### src/hw/rtl/fnmf_pkg.sv
// Shared constants, types and helper functions of the four-neighbour maximum filter.
package fnmf_pkg;

   localparam int MAX_COLS  = 1024;
   localparam int MAX_ROWS  = 1024;
   localparam int DIM_W     = 11;
   localparam int ROW_W     = $clog2(MAX_ROWS);
   localparam int COL_W     = $clog2(MAX_COLS);
   localparam int PIX_W     = 32;
   localparam int CSR_IDX_W = 8;

   localparam logic [CSR_IDX_W-1:0] REG_NUM_ROWS = CSR_IDX_W'(0);
   localparam logic [CSR_IDX_W-1:0] REG_NUM_COLS = CSR_IDX_W'(1);

   localparam logic [DIM_W-1:0] DIM_RESET = DIM_W'(4);

   localparam logic signed [PIX_W-1:0] INT_MIN = {1'b1, {(PIX_W-1){1'b0}}};

   localparam int BANKS  = 3;
   localparam int BANK_W = 2;

   localparam int QUEUE_DEPTH = 4;
   localparam int QUEUE_PTR_W = $clog2(QUEUE_DEPTH);
   localparam int QUEUE_CNT_W = $clog2(QUEUE_DEPTH + 1);

   typedef struct packed {
      logic [ROW_W-1:0]        row;
      logic [COL_W-1:0]        col;
      logic                    has_upper;
      logic                    has_left;
      logic                    has_final;
      logic signed [PIX_W-1:0] max_upper;
      logic signed [PIX_W-1:0] max_left;
      logic signed [PIX_W-1:0] max_final;
   } entry_type;

   function automatic logic signed [PIX_W-1:0] smax(logic signed [PIX_W-1:0] a,
                                                    logic signed [PIX_W-1:0] b);
      return (a > b) ? a : b;
   endfunction

   function automatic logic signed [PIX_W-1:0] max4(
         logic signed [PIX_W-1:0] a, logic av,
         logic signed [PIX_W-1:0] b, logic bv,
         logic signed [PIX_W-1:0] c, logic cv,
         logic signed [PIX_W-1:0] d, logic dv);
      logic signed [PIX_W-1:0] ma;
      logic signed [PIX_W-1:0] mb;
      ma = smax(av ? a : INT_MIN, bv ? b : INT_MIN);
      mb = smax(cv ? c : INT_MIN, dv ? d : INT_MIN);
      return smax(ma, mb);
   endfunction

   function automatic logic [DIM_W-1:0] clamp_dim(logic [DIM_W-1:0] v, logic [DIM_W-1:0] hi);
      if (v == '0) begin
         return DIM_W'(1);
      end
      if (v > hi) begin
         return hi;
      end
      return v;
   endfunction

   function automatic logic [BANK_W-1:0] bank_next(logic [BANK_W-1:0] b);
      return (b == BANK_W'(BANKS - 1)) ? '0 : b + BANK_W'(1);
   endfunction

   function automatic logic [BANK_W-1:0] bank_prev(logic [BANK_W-1:0] b);
      return (b == '0) ? BANK_W'(BANKS - 1) : b - BANK_W'(1);
   endfunction

endpackage

### src/hw/rtl/fnmf_back.sv
// Back part: splits each queued item into its results and holds the result register.
module fnmf_back (
   input  logic                              clock,
   input  logic                              reset,
   input  fnmf_pkg::entry_type               head_entry,
   input  logic                              queue_empty,
   output logic                              pop,
   output logic                              rsp_valid,
   input  logic                              rsp_ready,
   output logic [fnmf_pkg::ROW_W-1:0]        rsp_out_row,
   output logic [fnmf_pkg::COL_W-1:0]        rsp_out_col,
   output logic signed [fnmf_pkg::PIX_W-1:0] rsp_max_value,
   output logic                              rsp_last_of_run,
   output logic                              rsp_frame_done
);

   localparam int SEL_UPPER = 0;
   localparam int SEL_LEFT  = 1;
   localparam int SEL_FINAL = 2;

   fnmf_pkg::entry_type cur_ff, cur_in;
   logic [2:0]          pend_ff, pend_in;
   logic [2:0]          pend_clr;
   logic [2:0]          pend_after;
   logic                take;
   logic                load;

   assign rsp_valid       = (pend_ff != '0);
   assign pend_clr        = pend_ff & (pend_ff - 3'd1);
   assign rsp_last_of_run = (pend_clr == '0);
   assign take            = rsp_valid && rsp_ready;
   assign pend_after      = take ? pend_clr : pend_ff;
   assign load            = (pend_after == '0) && !queue_empty;
   assign pop             = load;

   always_comb begin
      rsp_out_row    = cur_ff.row;
      rsp_out_col    = cur_ff.col;
      rsp_max_value  = cur_ff.max_final;
      rsp_frame_done = 1'b0;
      if (pend_ff[SEL_UPPER]) begin
         rsp_out_row   = cur_ff.row - fnmf_pkg::ROW_W'(1);
         rsp_max_value = cur_ff.max_upper;
      end else if (pend_ff[SEL_LEFT]) begin
         rsp_out_col   = cur_ff.col - fnmf_pkg::COL_W'(1);
         rsp_max_value = cur_ff.max_left;
      end else begin
         rsp_frame_done = pend_ff[SEL_FINAL];
      end
   end

   always_comb begin
      cur_in  = cur_ff;
      pend_in = pend_after;
      if (load) begin
         cur_in             = head_entry;
         pend_in[SEL_UPPER] = head_entry.has_upper;
         pend_in[SEL_LEFT]  = head_entry.has_left;
         pend_in[SEL_FINAL] = head_entry.has_final;
      end
   end

   always_ff @(posedge clock) begin
      if (reset) begin
         pend_ff <= '0;
      end else begin
         pend_ff <= pend_in;
      end
   end

   always_ff @(posedge clock) begin
      cur_ff <= cur_in;
   end

endmodule

### config.mk
export PLATFORM = sky130hd
export DESIGN_NAME = fnmf_back
export DESIGN_NICKNAME = d
export VERILOG_FILES = /design/src/hw/rtl/fnmf_pkg.sv /design/src/hw/rtl/fnmf_back.sv
export SDC_FILE = /design/constraint.sdc
export NUM_CORES = 1
export LEC_CHECK = 0
export CAP_MARGIN = 20
export CELL_PAD_IN_SITES_DETAIL_PLACEMENT = 1
export CELL_PAD_IN_SITES_GLOBAL_PLACEMENT = 1
export CORE_UTILIZATION = 49
export DETAILED_ROUTE_END_ITERATION = 10
export DONT_BUFFER_PORTS = 1
export PLACE_DENSITY_LB_ADDON = 0.1
export SYNTH_ARGS = -nofsm -noshare
export SYNTH_HDL_FRONTEND = slang
export SYNTH_SLANG_ARGS = --single-unit
### constraint.sdc
create_clock -name clock -period 8.86 [get_ports clock]
set_input_delay 1.329 -clock clock [delete_from_list [all_inputs] [get_ports clock]]
set_output_delay 1.329 -clock clock [all_outputs]
set_load 0.02 [all_outputs]
==> results.py <==
metrics = {
    "status": {
        "status": "finished clean",
    },
    "placement": {
        "port_buffers": 0,
        "dp_slack_ns": 4.957,
        "dp.cells": 430,
        "place_congestion": 0.7251,
        "dp_hpwl_mm": 6.083,
    },
    "power": {
        "powerDensity_mw_per_mm2": 267.3,
        "comb_power_share_pct": 7.4,
        "p_clk_share_pct": 45.9,
        "seq_power_share_pct": 46.7,
        "power.share.switching_pct": 23.48,
        "cellLeakagePower_uw": 0.001827,
        "p_int_uw": 1121,
        "p_switching_uw": 343.9,
        "ir_drop_mv": 0.1595,
    },
    "critical_path": {
        "crit_chain": "buf_4 -> mux2i_1 -> o21ai_0",
        "cp_slowest_cell": "o21ai_0",
        "critPathLaunchType": "flop",
        "path_class": "flop to primary output",
        "cp.arrival_ns": 2.37,
        "end_kind": "primary output",
        "startpoint": "pend_ff[1]",
        "critPathMaxFanout": 29,
        "r2r_start": "pend_ff[0]",
        "cpPeakStageDelay_ns": 0.66,
        "cp_data_required_time_ns": 7.53,
    },
    "timing": {
        "period_minus_slack_ns": 3.695,
        "hold-worst-slack_ns": 0.5956,
        "skew_ns": 0.003420,
        "slew_headroom_pct": 43.92,
        "tns_ns": 0,
        "worst_slew_pin_slew_ns": 0.8411,
        "timing.fmax_mhz": 270.7,
        "setup_slack_ns": 5.165,
        "slew_violations": 0,
        "rsz0062_at_grt": "no",
        "post-route-period-util_pct": 41.70,
        "setup_viol": 0,
        "finalHoldViolCount": 0,
    },
    "synthesis": {
        "synth-warning-count": 0,
        "ys.flop_type": "edfxtp_1",
        "synth_async_sr_flop_share_pct": 0,
        "postSynthAreaPerCell_um2": 15.27,
        "synth_seq_area_share_pct": 74.60,
        "synth_top_area_cell": "edfxtp_1",
        "synthTopCellsByArea": "edfxtp_1, mux2i_1, o21ai_0",
        "syn_area_mm2": 0.004750,
        "synth.top_cell.area_share_pct": 73.34,
        "syn-instance-count": 311,
        "synth.ff_latch_count": 119,
        "synth_edf_count": 116,
        "syn_nets": 436,
        "synth_cell_types": 34,
    },
    "grt": {
        "grtUsageTotal_pct": 18.28,
        "antenna_found_initial": 2,
        "grt_pass1_vias": 2543,
        "grt_pass1_wl_mm": 13.01,
        "grt_max_degree": 69,
        "globalRouteOverflowTotal": 0,
    },
    "floorplanning": {
        "die-width_um": 100.5,
        "coreArea_mm2": 0.009328,
        "fp-row-count": 35,
        "dieArea_mm2": 0.01009,
        "initial_utilization_pct": 50.92,
        "die-height_um": 100.5,
        "ios": 179,
    },
    "clock_tree": {
        "numCtsBuffers": 17,
        "cts_hold_buffers": 0,
        "post_cts_buffers": 0,
        "clk_pin_slew_ns": 0.06,
        "cts_resized": 0,
        "cts_tree": "done",
        "max-clock-path-buffers": 2,
        "insertion_delay_ns": 0.50,
        "cts-root-buf": "clkbuf_8",
        "clock_sinks": 119,
        "h-tree-depth": 4,
    },
    "routing": {
        "num_vias": 2520,
        "post_drt_wl_per_cell_um": 19.39,
        "drt-initial-drc-count": 108,
        "antenna_left": 0,
        "routed_wirelength_mm": 8.976,
        "drc": 0,
        "vias_per_cell": 5.443,
        "firstDrtPassIters": 4,
    },
    "finish": {
        "area_growth_pct": 15.36,
        "nNetsFinal": 445,
        "drive_above_1_share_pct": 12.91,
        "fin_cells": 463,
        "fin_util_pct": 58.74,
    },
    "min_path": {
        "worstHoldStart": "pend_ff[1]",
        "hold_class": "flop to flop",
    },
    "run": {
        "maxCapViolCount": 0,
    },
}
-- per-stage QoR --
stage / power (µW) / cell area [µm²]
floorplan: 789.7 / 4750
global placement: 800.6 / 4886
detailed placement: 805.3 / 4886
CTS: 1479 / 5477
global route: 1513 / 5477
finish: 1464 / 5479
-- layout by cell type, fill, tap and decap left out, drive strengths merged, types with 3 or more instances in the layout --
cell,count
nor4b,3
xor2,10
dfxtp,3
clkinv,3
nor2,10
nand2,44
mux2i,33
nand3,3
a21oi,3
clkbuf,17
nand2b,3
edfxtp,116
o21ai,37
buf,4
xnor2,6
inv,11
clkinvlp,5
bufinv,3
-- registers in the layout, indices dropped and copies added, names as in the netlist --
signal	flops
cur_ff	116
pend_ff	3
-- worst max-delay path: cells and delay by family (launching register included) --
| kind | cells | cell delay [ns] |
|---|---|---|
| AO/OA/AOI/OAI | 1 | 0.66 |
| buffers and inverters | 1 | 0.52 |
| flip-flops | 1 | 0.51 |
| multiplexers | 1 | 0.14 |
-- per-layer routing --
metal / GRT usage (%) / share of wire (%) / vias up
li1: - / - / 1173
met1: 17.54 / 37 / 1222
met2: 31.03 / 51 / 111
met3: 11.44 / 10 / 14
met4: 8.027 / 2.0 / 0
met5: 0 / 0 / -
-- power by group through the flow --
stage	combinational [µW]	clock (µW)	sequential, µW
floorplan	93.4	0	696
global placement	107	0	694
detailed placement	109	0	696
CTS	110	684	685
global route	116	709	688
finish	108	672	684
-- worst paths after layout --
| kind | end | slack [ns] | depth (start not counted) |
|---|---|---|---|
| max | rsp_max_value[22] | 5.17 | 3 |
| min | pend_ff[1] | 0.60 | 2 |
| max reg2reg | cur_ff[31] | 5.87 | 5 |
| min reg2reg | pend_ff[1] | 0.60 | 2 |
-- synth_stat cells, types with 3 or more instances --
library cell  instances
buf_2                 4
xnor2_1               6
inv_1                 7
mux2i_1              33
nor2_1               10
nand3_1               3
dfxtp_1               3
o21ai_0              37
edfxtp_1            116
a21oi_1               3
clkbuf_1              8
xor2_1               10
nand2_1              44
-- kinds of logic (layout without fill, tap and decap cells) --
group                      after synthesis  in the layout  synth area share (%)
adders and majority gates                4              4                0.9746
other                                    0              1                     0
muxes                                   33             33                 6.955
xor gates and xnor gates                16             16                 2.950
AOI/OAI and AO/OA                       44             44                 4.847
and+or+nand+nor                         74             74                 7.745
buffers and inverters                   21             43                 1.923
DFF                                    119            119                 74.60
-- layout make-up --
cell class,count,area [µm²]
multi-input combinational,171,1122
clock buffer,17,414.1
clock inverter,15,176.4
sequential,119,3546
antenna,1,2.502
inverter,7,26.28
timing repair buffer,4,30.03
fill,870,3849
tap,129,161.4
Power figures use the tool's default switching activity.
