### config.mk
export PLATFORM = sky130hd
export DESIGN_NAME = fnmf_queue
export DESIGN_NICKNAME = d
export VERILOG_FILES = /design/src/hw/rtl/fnmf_pkg.sv /design/src/hw/rtl/fnmf_queue.sv
export SDC_FILE = /design/constraint.sdc
export NUM_CORES = 1
export LEC_CHECK = 0
export ABC_AREA = 0
export BUFFER_PORTS_ARGS = -buffer_cell sky130_fd_sc_hd__buf_2
export CAP_MARGIN = 20
export CELL_PAD_IN_SITES_DETAIL_PLACEMENT = 1
export CELL_PAD_IN_SITES_GLOBAL_PLACEMENT = 2
export CORE_UTILIZATION = 40
export CTS_BUF_LIST = sky130_fd_sc_hd__clkbuf_4 sky130_fd_sc_hd__clkbuf_8
export CTS_CLUSTER_DIAMETER = 60
export DETAILED_ROUTE_END_ITERATION = 10
export PLACE_DENSITY_LB_ADDON = 0.1
export SYNTH_ARGS = -nofsm -noshare
export SYNTH_HDL_FRONTEND = slang
export SYNTH_SLANG_ARGS = --single-unit
### constraint.sdc
create_clock -name clock -period 10.43 [get_ports clock]
set_input_delay 1.5645 -clock clock [delete_from_list [all_inputs] [get_ports clock]]
set_output_delay 1.5645 -clock clock [all_outputs]
set_load 0.05 [all_outputs]
### src/hw/rtl/fnmf_pkg.sv
// Shared constants, types and helper functions of the four-neighbour maximum filter.
package fnmf_pkg;

   localparam int MAX_COLS  = 1024;
   localparam int MAX_ROWS  = 1024;
   localparam int DIM_W     = 11;
   localparam int ROW_W     = $clog2(MAX_ROWS);
   localparam int COL_W     = $clog2(MAX_COLS);
   localparam int PIX_W     = 32;
   localparam int CSR_IDX_W = 8;

   localparam logic [CSR_IDX_W-1:0] REG_NUM_ROWS = CSR_IDX_W'(0);
   localparam logic [CSR_IDX_W-1:0] REG_NUM_COLS = CSR_IDX_W'(1);

   localparam logic [DIM_W-1:0] DIM_RESET = DIM_W'(4);

   localparam logic signed [PIX_W-1:0] INT_MIN = {1'b1, {(PIX_W-1){1'b0}}};

   localparam int BANKS  = 3;
   localparam int BANK_W = 2;

   localparam int QUEUE_DEPTH = 4;
   localparam int QUEUE_PTR_W = $clog2(QUEUE_DEPTH);
   localparam int QUEUE_CNT_W = $clog2(QUEUE_DEPTH + 1);

   typedef struct packed {
      logic [ROW_W-1:0]        row;
      logic [COL_W-1:0]        col;
      logic                    has_upper;
      logic                    has_left;
      logic                    has_final;
      logic signed [PIX_W-1:0] max_upper;
      logic signed [PIX_W-1:0] max_left;
      logic signed [PIX_W-1:0] max_final;
   } entry_type;

   function automatic logic signed [PIX_W-1:0] smax(logic signed [PIX_W-1:0] a,
                                                    logic signed [PIX_W-1:0] b);
      return (a > b) ? a : b;
   endfunction

   function automatic logic signed [PIX_W-1:0] max4(
         logic signed [PIX_W-1:0] a, logic av,
         logic signed [PIX_W-1:0] b, logic bv,
         logic signed [PIX_W-1:0] c, logic cv,
         logic signed [PIX_W-1:0] d, logic dv);
      logic signed [PIX_W-1:0] ma;
      logic signed [PIX_W-1:0] mb;
      ma = smax(av ? a : INT_MIN, bv ? b : INT_MIN);
      mb = smax(cv ? c : INT_MIN, dv ? d : INT_MIN);
      return smax(ma, mb);
   endfunction

   function automatic logic [DIM_W-1:0] clamp_dim(logic [DIM_W-1:0] v, logic [DIM_W-1:0] hi);
      if (v == '0) begin
         return DIM_W'(1);
      end
      if (v > hi) begin
         return hi;
      end
      return v;
   endfunction

   function automatic logic [BANK_W-1:0] bank_next(logic [BANK_W-1:0] b);
      return (b == BANK_W'(BANKS - 1)) ? '0 : b + BANK_W'(1);
   endfunction

   function automatic logic [BANK_W-1:0] bank_prev(logic [BANK_W-1:0] b);
      return (b == '0) ? BANK_W'(BANKS - 1) : b - BANK_W'(1);
   endfunction

endpackage

### src/hw/rtl/fnmf_queue.sv
// Short queue of classified items between the front and back parts.
module fnmf_queue (
   input  logic                             clock,
   input  logic                             reset,
   input  logic                             push,
   input  fnmf_pkg::entry_type              push_entry,
   input  logic                             pop,
   output fnmf_pkg::entry_type              head_entry,
   output logic                             empty,
   output logic [fnmf_pkg::QUEUE_CNT_W-1:0] level
);

   fnmf_pkg::entry_type                  slot_ff [fnmf_pkg::QUEUE_DEPTH];
   logic [fnmf_pkg::QUEUE_PTR_W-1:0]     wr_ptr_ff, wr_ptr_in;
   logic [fnmf_pkg::QUEUE_PTR_W-1:0]     rd_ptr_ff, rd_ptr_in;
   logic [fnmf_pkg::QUEUE_CNT_W-1:0]     count_ff, count_in;

   function automatic logic [fnmf_pkg::QUEUE_PTR_W-1:0] ptr_next(
         logic [fnmf_pkg::QUEUE_PTR_W-1:0] p);
      return (p == fnmf_pkg::QUEUE_PTR_W'(fnmf_pkg::QUEUE_DEPTH - 1)) ?
             '0 : p + fnmf_pkg::QUEUE_PTR_W'(1);
   endfunction

   assign head_entry = slot_ff[rd_ptr_ff];
   assign empty      = (count_ff == '0);
   assign level      = count_ff;

   always_comb begin
      wr_ptr_in = push ? ptr_next(wr_ptr_ff) : wr_ptr_ff;
      rd_ptr_in = pop ? ptr_next(rd_ptr_ff) : rd_ptr_ff;
      count_in  = count_ff;
      if (push && !pop) begin
         count_in = count_ff + fnmf_pkg::QUEUE_CNT_W'(1);
      end else if (pop && !push) begin
         count_in = count_ff - fnmf_pkg::QUEUE_CNT_W'(1);
      end
   end

   always_ff @(posedge clock) begin
      if (reset) begin
         wr_ptr_ff <= '0;
         rd_ptr_ff <= '0;
         count_ff  <= '0;
      end else begin
         wr_ptr_ff <= wr_ptr_in;
         rd_ptr_ff <= rd_ptr_in;
         count_ff  <= count_in;
      end
   end

   always_ff @(posedge clock) begin
      if (push) begin
         slot_ff[wr_ptr_ff] <= push_entry;
      end
   end

endmodule

==> summary.md, run 1 <==
The number of placed instances, taps included, is 1476. Summed over all layers, the routed wires come to 37.0 mm. The static leakage came out at 7.05 nW.

The worst-case vdd ir drop is 0.113 mV. The signal on the critical path passes through buf_4 > buf_4 > mux4_2 > buf_2. The wire-length estimate of the detail-placed layout is 21.7 mm. Synthesis produced a netlist with a net count of 794. The depth of the worst hold-timing path was 2; the number of buffers added to fix hold violations after cts was 0.

At the worst endpoint, the required time is 8.87 ns. Count of flip-flops with a built-in enable after synthesis: 476. The run gives 80 as the total CTS buffers. The largest individual stage delay along the critical path comes from the cell buf_4.

The portion of synthesized cell area occupied by the leading cell type is 80.7%, and the highest net fanout along the worst path is 34. The worst setup slack after layout is 5.37 ns. Dividing the synthesized area by the synthesized cell count gives 26.7 sq um. The worst setup path is of the reg -> out kind. The reg2reg setup slack was 7.67 ns.

Counting flops and latches in the post-synthesis netlist gives 485. The area added between synthesis and finish is 18.7%, and the initial antenna violation count is 9. For the wire length of the first global-routing pass, the log shows 55.6 mm. The most used flip-flop cell after synthesis is edfxtp_1. Summing all multi-input logic gate instances after layout gives 2930 sq um. Yosys attributes the largest share of cell area to edfxtp_1 (81%), mux4_2 (15%), buf_12 (1.1%). Based on the critical path, the design can be clocked at up to 198 MHz. For the worst flop-to-flop path, the logic depth is 3. The detailed router finished its first iteration with 413 violations. The floorplan has 76 rows.

The net count of the finished layout is 1104. Total power per unit cell area: 211 nW/um^2. Prior to clock tree synthesis, the placed netlist has a worst setup slack of 5.84 ns. At the end of routability-driven placement, the weighted congestion stood at 0.690. Global routing consumed, over all layers together, 16.8% of the routing resources.

Setup repair after global routing left no endpoint under its margin. For the insertion delay to the later sink of the worst-skew pair, the log shows 0.63 ns. In the final layout, the share of cells above drive strength 1 is 48.1%. The count of buffers added on input and output ports is 245.

Counting distinct cell types in the post-synthesis netlist gives 19. For the met2 wire length, the log shows 18.7 mm. Setup violations remaining at the end of the flow were counted as 0. At the pin with the least slew margin, the transition time is 1.10 ns. The number of max-slew violations in the final report came out at 0.

In this run, post-CTS repair resized a total of 0 instances. In this run the tightest slew margin relative to its limit is 26.6%. After clock tree synthesis, the clock-pin slew on the worst setup and hold paths is 0.06 ns.

The logs give 0 for the number of remaining DRC errors and 68 for the pin count of the biggest net entering global routing. Count of synthesis-stage warnings from yosys: 0. The max-cap violation count is 0, and the fraction of synthesis flops using an asynchronous set or reset pin is 0%. The run gives 17700 sq um as the area of the mapped netlist. The share of the cycle needed by the critical path after routing was 48.5%. The worst setup path is launched from a flop.

Type of destination of the critical path: an output pin. The longest clock path from root to sink contains 3 buffers. For the number of primary I/O pins, the log shows 246. Sequential cells were found to cover 81.8% of the synthesized design area. For the aggregate negative setup slack, the log shows 0 ns. Once detail routing completed, the nets flagged for antenna violations numbered 0. The total overflow left after global routing is 0. Detailed routing inserted a total of 8052 vias.

The first detailed-routing pass took 4 iterations. The run finished with clean final reports. The logs give 2.70 mm for the met3 wirelength from detailed routing and 0.515 ns for the final worst hold slack. The most repeated library cell on the critical path is buf_4.

The logs give 0.0248 ns for the maximum clock skew at final layout and 664 for the post-synthesis cell count. The biggest area contributor in the post-synthesis netlist is edfxtp_1. For the post-CTS setup repair buffer count, the log shows 0. After filler insertion, the fill cell instance count of the layout stands at 3964. The root cell of the clock tree was clkbuf_8.

For the number of global-route vias before repair, the log shows 9210. In the final routed layout, each cell accounts on average for 22.9 um. Library cell with the highest instance count after synthesis: edfxtp_1. The x dimension of the die works out to 212 um. The count of endpoints failing hold in the final timing report was 0.

The effective utilization at floorplan came out at 40.8%. The number of non-filler instances in the completed layout was 1616; the average vias per placed instance was 4.98. The maximum level of the CTS H-tree is 3. TritonCTS built the clock tree. The tools report the number of clock sinks as 485.

In this run the top signal layer used is met5. In this design, the stage delay of the slowest critical-path cell is 0.69 ns. The core region is 43400 sq um. The run gives 14.7 mm as the detailed-route wire length on metal 1. The sequential cells in the finished layout cover a total of 14500 sq um.

Data arrives at the worst endpoint at 3.50 ns. The die covers 45100 sq um. The min-delay analysis places its worst path in the category reg -> reg.

Measured along the y axis, the die boundary spans 212 um. Subtracting the final worst setup slack from the clock period gives 5.06 ns. After synthesis, the most frequently instantiated cells are edfxtp_1 (476), mux4_2 (119), buf_2 (12), buf_12 (10), dfxtp_1 (9).
[layout by cell type, fill, tap and decap left out, types with 2 or more instances in the layout]
cell type / Yosys / layout
edfxtp_1: 476 / 476
buf_2: 12 / 245
mux4_2: 119 / 119
clkbuf_8: 0 / 81
clkinv_1: 0 / 21
clkbuf_4: 0 / 18
buf_4: 0 / 8
nor2_1: 7 / 7
dfxtp_1: 9 / 7
ha_1: 6 / 6
clkinv_2: 0 / 6
inv_1: 4 / 4
and2_4: 0 / 4
mux2i_1: 4 / 4
bufinv_16: 0 / 4
diode_2: 0 / 3
clkinvlp_4: 0 / 3
xor2_1: 2 / 2
a21oi_1: 2 / 2
dfxtp_4: 0 / 2
inv_6: 0 / 2
[final cells by class]
type | count | area share [%]
antenna | 3 | 0.0357
clock buffer | 99 | 5.95
clock inverter | 37 | 1.33
inverter | 4 | 0.0715
multi-input combinational | 149 | 13.9
sequential | 485 | 68.9
tap | 585 | 3.48
timing repair buffer | 254 | 6.25
[critical path: cells and delay by family (launching register included)]
family | cells | cell delay, ns
buffers and inverters | 3 | 1.58
muxes | 1 | 0.62
DFF | 1 | 0.60
[cell families (layout without fill, tap and decap cells)]
family	after synthesis	count (layout)	synth area share, %
flops	485	485	81.8
mux	123	123	15.4
buf+inv	30	394	1.77
simple gates	14	14	0.396
fa+ha+maj	7	7	0.537
compound gates	3	3	0.0848
xor+xnor	2	2	0.0990
other cells	0	3	0
[power by group]
part / switching, mW / leakage (nW) / internal, mW
registers: 0.0308 / 4.45 / 2.24
clock network: 0.728 / 0.794 / 0.886
logic: 0.393 / 1.81 / 0.157
[flip-flops by register name (all words and copies together), names as in the netlist, named ones only]
name / cells
slot_ff: 476
level: 3
rd_ptr_ff: 2
wr_ptr_ff: 2
[metal layers]
| metal | global-route usage [%] | vias to the layer above |
|---|---|---|
| li1 | - | 3496 |
| met1 | 20.0 | 4233 |
| met2 | 28.1 | 232 |
| met3 | 5.95 | 79 |
| met4 | 6.20 | 12 |
| met5 | 0 | - |
[metrics by stage]
stage	utilization (%)	instance area (sq um)	power, mW
2_1_floorplan	-	17700	2.72
3_3_place_gp	44.8	19400	2.85
3_5_place_dp	44.8	19400	2.87
4_1_cts	48.4	21000	4.51
5_1_grt	48.4	21000	4.60
6_report	48.4	21000	4.43
[worst paths after layout]
check               startpoint              end
setup / recovery          flop   head_entry[55]
hold / removal        level[2]         level[2]
setup reg to reg  wr_ptr_ff[0]  slot_ff[3][106]
hold reg to reg       level[2]         level[2]
No activity file was read; power rests on OpenSTA's default activity.
==> run 2, diff against run 1 <==
==> constraint.sdc (replaced) <==
create_clock -name clock -period 4.5 [get_ports clock]
set_input_delay 0.675 -clock clock [delete_from_list [all_inputs] [get_ports clock]]
set_output_delay 0.675 -clock clock [all_outputs]
set_load 0.05 [all_outputs]
==> run 2 against run 1 <==
  * Clock skew down 0.0014 ns
  * Routed wire length down 0.98%
  * Final cell count up 0.19%
  * Total power up 130%
  * Count of clock-buffer cells in the layout up 3
  * Register-to-register slack worse by 5.3 ns
  * Sequential share of layout area up 0.099 points
  * Combinational power up 140%
  * Critical path depth down 1
  * Global-route usage down 0.26 points
  * Sequential cell count unchanged
==> summary.md, run 2 (same netlist as run 1, synthesis figures left out) <==
The number of flip-flops in the largest register was 476 (unchanged); the depth of the worst register-to-register path was 4 (was 3). The core outline area was 43400 sq um (unchanged); the total power of the final layout was 10.0 mW (was 4.43 mW). The run gives 0 ns (unchanged) as the aggregate negative setup slack. Highest-count cells in the layout ignoring fill and taps: edfxtp_1 (476), buf_2 (245), mux4_2 (119) (unchanged). For the effective utilization at floorplan, the log shows 40.8% (unchanged). The final setup violation count came out at 0 (unchanged).

The critical path depth in cells came out at 3 (was 4). Of the available clock period, the critical path in the final layout requires 72.0%. The tools report the pin count of the biggest net entering global routing as 120 (was 68). The x dimension of the die works out to 212 um (unchanged). The arrival time reported for the critical path endpoint came out at 2.56 ns (was 3.50 ns). The area added between synthesis and finish is 18.5% (was 18.7%), and the clock edge transition at the registers on the reported setup and hold paths is 0.07 ns (was 0.06 ns).

Depth of the worst hold-timing path: 1 (was 2). The slew at the pin with the worst max-slew slack came out at 0.858 ns (was 1.10 ns). Setup repair after global routing left no endpoint under its margin.

Crit path cell chain: buf_12 > mux4_2 > buf_2 (was buf_4 > buf_4 > mux4_2 > buf_2). The data required time of the worst path came out at 3.83 ns (was 8.87 ns). The critical path class was reg -> out (unchanged). TritonCTS built the clock tree.

The largest delay contributor family on the critical path was buffers and inverters (unchanged). The initial antenna violation count came out at 10 (was 9). Worst hold endpoint: slot_ff[0][52] (was level[2]). The run gives 4007 (was 3964) as the total of fill cells in the finished design.

The maximum buffer depth of the clock tree was 3 (unchanged). Count of cells resized by post-cts repair: 0 (unchanged). The tools report the maximum level of the CTS H-tree as 3 (unchanged). The number of buffers and inverters on the critical path came out at 2 (was 3). The tools report the maximum clock skew at final layout as 0.0234 ns (was 0.0248 ns). The tools report the first-pass iteration count of the detailed router as 4 (unchanged). The register bank with the most flops was slot_ff (unchanged). Start point of the worst min-delay path: push_entry[52] (was level[2]).

The count of input and output buffers is 245 (unchanged). The max-cap violation count was 0 (unchanged). The count of endpoints failing hold in the final timing report was 0 (unchanged); the residual overflow from global routing was 0 (unchanged).

Based on the critical path, the design can be clocked at up to 309 MHz. The stage delay of the slowest cell on the critical path was 0.61 ns (was 0.69 ns). The number of buffers added to fix hold violations after cts was 0 (unchanged); the static leakage was 7.02 nW (was 7.05 nW). The run gives 42.8% (was 26.6%) as the worst slew slack as a fraction of its limit. The run gives 36.7 mm (was 37.0 mm) as the routed wire length. The type of destination of the critical path is an output pin (unchanged).

Wire length of the first global-routing pass: 54.2 mm (was 55.6 mm). The run gives 76 (unchanged) as the number of placement rows. For the met2 routing resource usage after global routing, the log shows 26.9% (was 28.1%). The routability-driven placement congestion ratio came out at 0.707 (was 0.690). The tools report the sort of element at the start of the critical path as a flop (unchanged). The end of the worst register-to-register path is slot_ff[2][7] (was slot_ff[3][106]).

The insertion delay to the later sink of the worst-skew pair was 0.62 ns (was 0.63 ns); the average vias per placed instance was 4.90 (was 4.98). The total power per unit cell area was 477 nW/um^2 (was 211 nW/um^2); the detailed-route via count was 7935 (was 8052). The run finished with clean final reports. The post-CTS setup repair buffer count is 0 (unchanged), and the post-detailed-placement half-perimeter wirelength is 21.8 mm (was 21.7 mm). The path class of the lowest-slack min-delay path was in -> reg (was reg -> reg).

The number of max-slew violations in the final report came out at 0 (unchanged). The worst-case vdd ir drop is 0.259 mV (was 0.113 mV), and the reg2reg setup slack is 2.38 ns (was 7.67 ns). The most frequent standard cell in the layout excluding fill and tap cells was edfxtp_1 (unchanged). The final critical path time including I/O delays and setup came out at 3.24 ns. The highest net fanout along the worst path was 55 (was 34); the count of nets after finishing was 1104 (unchanged). The overall die area is 45100 sq um (unchanged), and the number of clock sinks is 485 (unchanged).

The layer with the highest usage is met2 (unchanged). The beginning of the worst register-to-register path was wr_ptr_ff[0] (unchanged). Number of remaining DRC errors: 0 (unchanged).

The met3 routing resource usage after global routing came out at 6.44% (was 5.95%). The tools report the root cell of the clock tree as clkbuf_8 (unchanged). Highest-delay cell along the critical path: mux4_2 (was buf_4). For the met1 layer usage reported by global route, the log shows 20.1% (was 20.0%).

Total CTS buffers: 78 (was 80). The run gives 334 (was 413) as the first-iteration detailed-routing DRC count. The global-route usage over all layers is 16.6% (was 16.8%), and the number of primary I/O pins is 246 (unchanged).

The remaining antenna violation count after routing was 0 (unchanged). The proportion of layout cells with a drive suffix above 1 is 47.7% (was 48.1%), and the wire length per cell is 22.6 um (was 22.9 um). The vertical extent of the die was 212 um (unchanged).

The number of global-route vias before repair came out at 8902 (was 9210).
-- run 2: changes by cell type in the layout (fill, tap and decap cells not counted), moves of 2 or more --
cell	before	now
clkinv_2	6	4
clkbuf_4	18	22
clkinv_1	21	26
buf_12	0	7
buf_4	8	4
bufinv_16	4	0
-- run 2: per-layer routing --
metal,vias to the layer above,wire length [um]
met5,-,75
met4,12,857
met3,76,2690
met2,212,18200
met1,4127,14800
li1,3508,-
-- run 2: worst max path at each step --
stage	slack [ns]	end	start
2_1_floorplan	0.60	slot_ff[0][0]	push
3_3_place_gp	1.86	head_entry[83]	flop
3_5_place_dp	1.86	head_entry[83]	flop
4_1_cts	1.16	head_entry[83]	flop
5_1_grt	1.06	head_entry[83]	flop
6_report	1.26	head_entry[83]	flop
-- run 2: report_power, final --
group | total [mW] | internal (mW) | leakage, nW | switching, mW
Sequential | 5.23 | 5.18 | 4.45 | 0.0531
Combinational | 1.30 | 0.373 | 1.84 | 0.931
Clock | 3.46 | 1.83 | 0.738 | 1.64
Total | 10.0 | 7.38 | 7.02 | 2.62
-- run 2: layout make-up --
type,instances,area [sq um],share of cell area (%)
flip-flops and latches,485,14500,69.0
clock inverters,34,149,0.710
diodes,4,10.0,0.0477
repair buffers,256,1400,6.66
inverters,4,15.0,0.0716
clock buffers,102,1270,6.04
well taps,585,732,3.49
multi-input cells,149,2930,14.0
-- run 2: stage by stage --
step | setup slack, ns | area (sq um) | utilization (%) | cells | hold WS (ns)
floorplan | 0.601 | 17700 | - | 664 | 0.492
global placement | 1.86 | 19600 | 45.1 | 1479 | 0.479
detailed placement | 1.86 | 19600 | 45.1 | 1479 | 0.507
CTS | 1.16 | 21000 | 48.4 | 1615 | 0.196
global route | 1.06 | 21000 | 48.4 | 1616 | 0.212
finish | 1.26 | 21000 | 48.4 | 1619 | 0.259
